**src/rtl/orp_ram.sv**
```systemverilog
// generic single port synchronous ram with registered read
`default_nettype none
module orp_ram #(
    parameter int unsigned WIDTH = 8,
    parameter int unsigned DEPTH = 16
) (
    input  wire logic                     clk,
    input  wire logic                     we,
    input  wire logic [$clog2(DEPTH)-1:0] addr,
    input  wire logic [WIDTH-1:0]         wdata,
    output      logic [WIDTH-1:0]         rdata
);
    logic [WIDTH-1:0] mem [DEPTH];

    // write and registered read
    always_ff @(posedge clk)
    begin
        if (we)
        begin
            mem[addr] <= wdata;
        end
        rdata <= mem[addr];
    end
endmodule
`default_nettype wire

```
**config.mk**
```make
export PLATFORM = sky130hd
export DESIGN_NAME = orp_ram
export DESIGN_NICKNAME = d
export VERILOG_FILES = /design/src/rtl/orp_ram.sv
export SDC_FILE = /design/constraint.sdc
export NUM_CORES = 1
export LEC_CHECK = 0
export ABC_CLOCK_PERIOD_IN_PS = 3500
export BUFFER_PORTS_ARGS = -buffer_cell sky130_fd_sc_hd__buf_2
export CAP_MARGIN = 10
export CORE_ASPECT_RATIO = 0.6
export CORE_MARGIN = 2
export CORE_UTILIZATION = 40
export CTS_CLUSTER_SIZE = 30
export DETAILED_ROUTE_END_ITERATION = 10
export GPL_TIMING_DRIVEN = 0
export PLACE_DENSITY = 0.64
export SLEW_MARGIN = 20
export SYNTH_ARGS = -nofsm -noshare
export SYNTH_HDL_FRONTEND = slang
export SYNTH_SLANG_ARGS = --single-unit
```
**constraint.sdc**
```tcl
create_clock -name clk -period 3.5 [get_ports clk]
set_input_delay 0.35 -clock clk [delete_from_list [all_inputs] [get_ports clk]]
set_output_delay 0.35 -clock clk [all_outputs]
set_load 0.05 [all_outputs]
```
# ---- Yosys cells after proc, flatten, opt, wreduce, memory -nomap -nowiden
# Memories as Yosys holds them, arrays and structs flattened. A register that Yosys moved wholly into a read port is not among the register bits.
# Cells that the tools add are included.
# Widths: inputs -> output; s select.
dict set report op_classes {
  mux 2
}
# operator n
set ops {}
lappend ops {{$mux 1} 2}
dict set report totals {
  register_bits 0
  mem_bits_rw 128
  in_bits 14
  output_inout_bits 8
  wordCells 3
  mem_count 1
}
# memory depth word_bits read_ports rd_ports_with_merged_regs write_ports line
set mem_list {}
lappend mem_list {mem 16 8 1 1 1 13} ;# logic [WIDTH-1:0] mem [DEPTH];

# ---- Depth between registers and ports, before layout
dict set report depth {
  ltp_word 2
  depth_mapped 5
  ltp_nobuf 3
}

# ---- Worst setup path before layout
# Ideal clock, no wire load.
dict set report synth_timing {
  path_kind {input-to-reg}
  start {input port addr[2]}
  end {memory mem[0][0], enable pin}
  setup_time_ps 383
  t_arrival_ps 1460
  required_time_ps 3117
  path_slack_ps 1657
  stages 2
  n_path_buf 0
  path_cell_list {or3b_2 > nor3_1}
}
# item line
set synth_lines {}
lappend synth_lines {{start, declared} 9} ;# input wire logic [$clog2(DEPTH)-1:0] addr,
lappend synth_lines {{end, declared} 13}
# Straight into the memory's write port.

# ---- Worst setup path after layout
dict set report layout_timing {
  start {input port addr[1]}
  end {memory mem[2][2], enable pin}
}
# Straight into the memory's write port.

==> results.yml <==
detailed_routing:
  wl_per_cell_um: 23.0
  num_vias: 2386
  viasPerCell: 5.35
  drc: 0
  drt_pass1_iterations: 4
  totalWireLength_mm: 10.2
  first_iter_violations: 311
  ant_nets: 0
placed_design:
  dpl.cell_count: 414
  gp_congestion: 0.735
  dp_hpwl_mm: 6.67
  post-place-ws_ps: 1070
  placed_area_um2: 5390
  port_buffers: 19
floorplanning:
  initial_core_util: 0.415
  die_h_um: 91.2
  pin_count: 22
  core_area_um2: 12200
  dieArea_um2: 13600
  num_rows: 31
  fp.dieW_um: 149
timing:
  finalClockSkew_ps: 5.29
  grt_setup_unrepaired: "false"
  slew_viol_final: 0
  max_freq_ghz: 0.503
  holdWs_ps: 338
  tns_ps: 0
  fin_crit_ps: 1990
  timing.final.ws_setup_ps: 1510
  finalHoldViolCount: 0
  finalCritPeriodShare: 0.568
  setup_viol: 0
  slew-limit-headroom: 0.443
  max_slew.worst_pin.slew_ps: 832
synth:
  synth_area_um2: 5070
  ys_seq_area_frac: 0.790
  synth.top_cell.area_share: 0.759
  yosysTopAreaCell: "edfxtp_1"
  synth-seq-cells: 136
  ys_top_cells_by_area: "edfxtp_1 76%, mux4_2 14%, dfxtp_1 3.2%"
  synth_cell_types: 18
  avgSynthCellArea_um2: 22.0
  netlist_instances: 230
  syn-num-nets: 244
  ys_warn_count: 0
global_routing:
  first_global_vias: 2410
  grt_use_met1: 0.253
  grt_usage: 0.165
  grt_antenna_before_repair: 0
  grt_max_degree: 17
  gr-total-overflow: 0
  grtUsageMet2: 0.215
  grt_busiest_layer: "met1"
  grtUsageMet3: 0.0613
  grt_pass1_wl_mm: 15.4
critical_path:
  endpoint_kind: "flip-flop"
  crit_type: "in -> reg"
  start_kind: "input pin"
  cp_max_fo: 10
  cp.required_ps: 3540
  crit_arrival_ps: 2030
power:
  worst_ir_drop_vdd_v: 0.000282
  p_per_area_nw_per_um2: 638
  p_leak_nw: 1.93
clock_network:
  clock_latency_ps: 420
  cts_resized: 0
  root_buffer: "clkbuf_16"
  cts_tree: "yes"
  cts.sinks: 136
  cts_hold_buf: 0
  clk_pin_slew_ps: 60
  cts_setup_buffers: 0
  cts_max_level: 4
  cts_buffers: 17
  clockBufferDepth: 2
layout:
  diodes: 0
  stdcell_area_um2: 5980
  drive_gt1_frac: 0.327
  syn_to_final_growth_pct: 18.0
  layout.nets: 282
  final_cells: 446
job:
  cap_violations: 0
hold_path:
  min_path_type: "in -> reg"
status:
  status: "complete, no violations"
## report_power, final
group	switching, mW	total (mW)	internal [mW]
sequential	0.00888	1.83	1.82
combinational	0.142	0.212	0.0693
clock	0.709	1.77	1.06
## worst max-delay path, cell delays in order
cell and delay [ps]:
buf_2 250, buf_1 500, nand2b_1 230, nor2_1 700
## sequential cells by signal, summed over array words and instances, names as in the netlist
signal  cells
rdata       8
mem       128
## kinds of logic (layout without fill, tap and decap cells)
logic type,count (synthesis),in the layout,synth area share
flip-flops,136,136,0.790
buffers and inverters,11,62,0.0119
AO/OA/AOI/OAI,16,16,0.0237
AND/OR/NAND/NOR,35,35,0.0321
multiplexers,32,32,0.142
## through the flow
stage / utilization / total power, mW
after detailed placement: 0.441 / 2.08
after CTS: 0.490 / 3.83
after global placement: 0.439 / 2.07
after floorplan: - / 1.99
final: 0.490 / 3.82
after global routing: 0.490 / 3.92
## cells in the final DEF, fill, tap and decap left out, drive strengths merged
cell type,instances
a22oi,16
nand3b,2
clkbuf,20
inv,7
dfxtp,8
buf,27
nand2b,2
nand2,9
nor2b,2
nor2,13
edfxtp,128
or3b,1
clkinvlp,1
nand3,1
and2,1
clkinv,5
mux4,32
bufinv,2
nor3,4
## per-layer routing
layer / vias to the layer above / routed length [µm]
met5: - / 0
met4: 0 / 117
met3: 13 / 1020
met2: 90 / 4320
met1: 1239 / 4780
li1: 1044 / -
## synth_stat cells
library cell	number
mux4_2	32
nor2_1	13
nand3_1	1
buf_1	4
clkbuf_2	1
nand3b_1	2
nand2b_1	2
and2_1	1
dfxtp_1	8
or3b_2	1
nand2_1	9
buf_2	2
nor2b_1	2
nor3_1	4
clkbuf_1	2
a22oi_1	16
buf_6	2
edfxtp_1	128
## final cells by class
class                           count  area (µm²)
Fill cell                        1015        6240
Timing Repair Buffer               19        95.1
Buffer                             11        60.1
Clock buffer                       17         425
Sequential cell                   136        4000
Tap cell                          165         206
Clock inverter                     15         166
Multi-Input combinational cell     83        1020
## path summary, 6_finish.rpt
| kind | slack [ps] | to | depth (start not counted) | from |
|---|---|---|---|---|
| worst max register to register | 2150 | rdata[0]$_DFF_P_ | 3 | mem[15][0]$_DFFE_PP_ |
| worst min-delay path | 340 | mem[6][6]$_DFFE_PP_ | 1 | wdata[6] |
| worst max-delay path | 1510 | mem[2][2]$_DFFE_PP_ | 4 | addr[1] |
| worst min register to register | 700 | rdata[3]$_DFF_P_ | 3 | mem[1][3]$_DFFE_PP_ |
No activity file was read; power rests on OpenSTA's default activity.
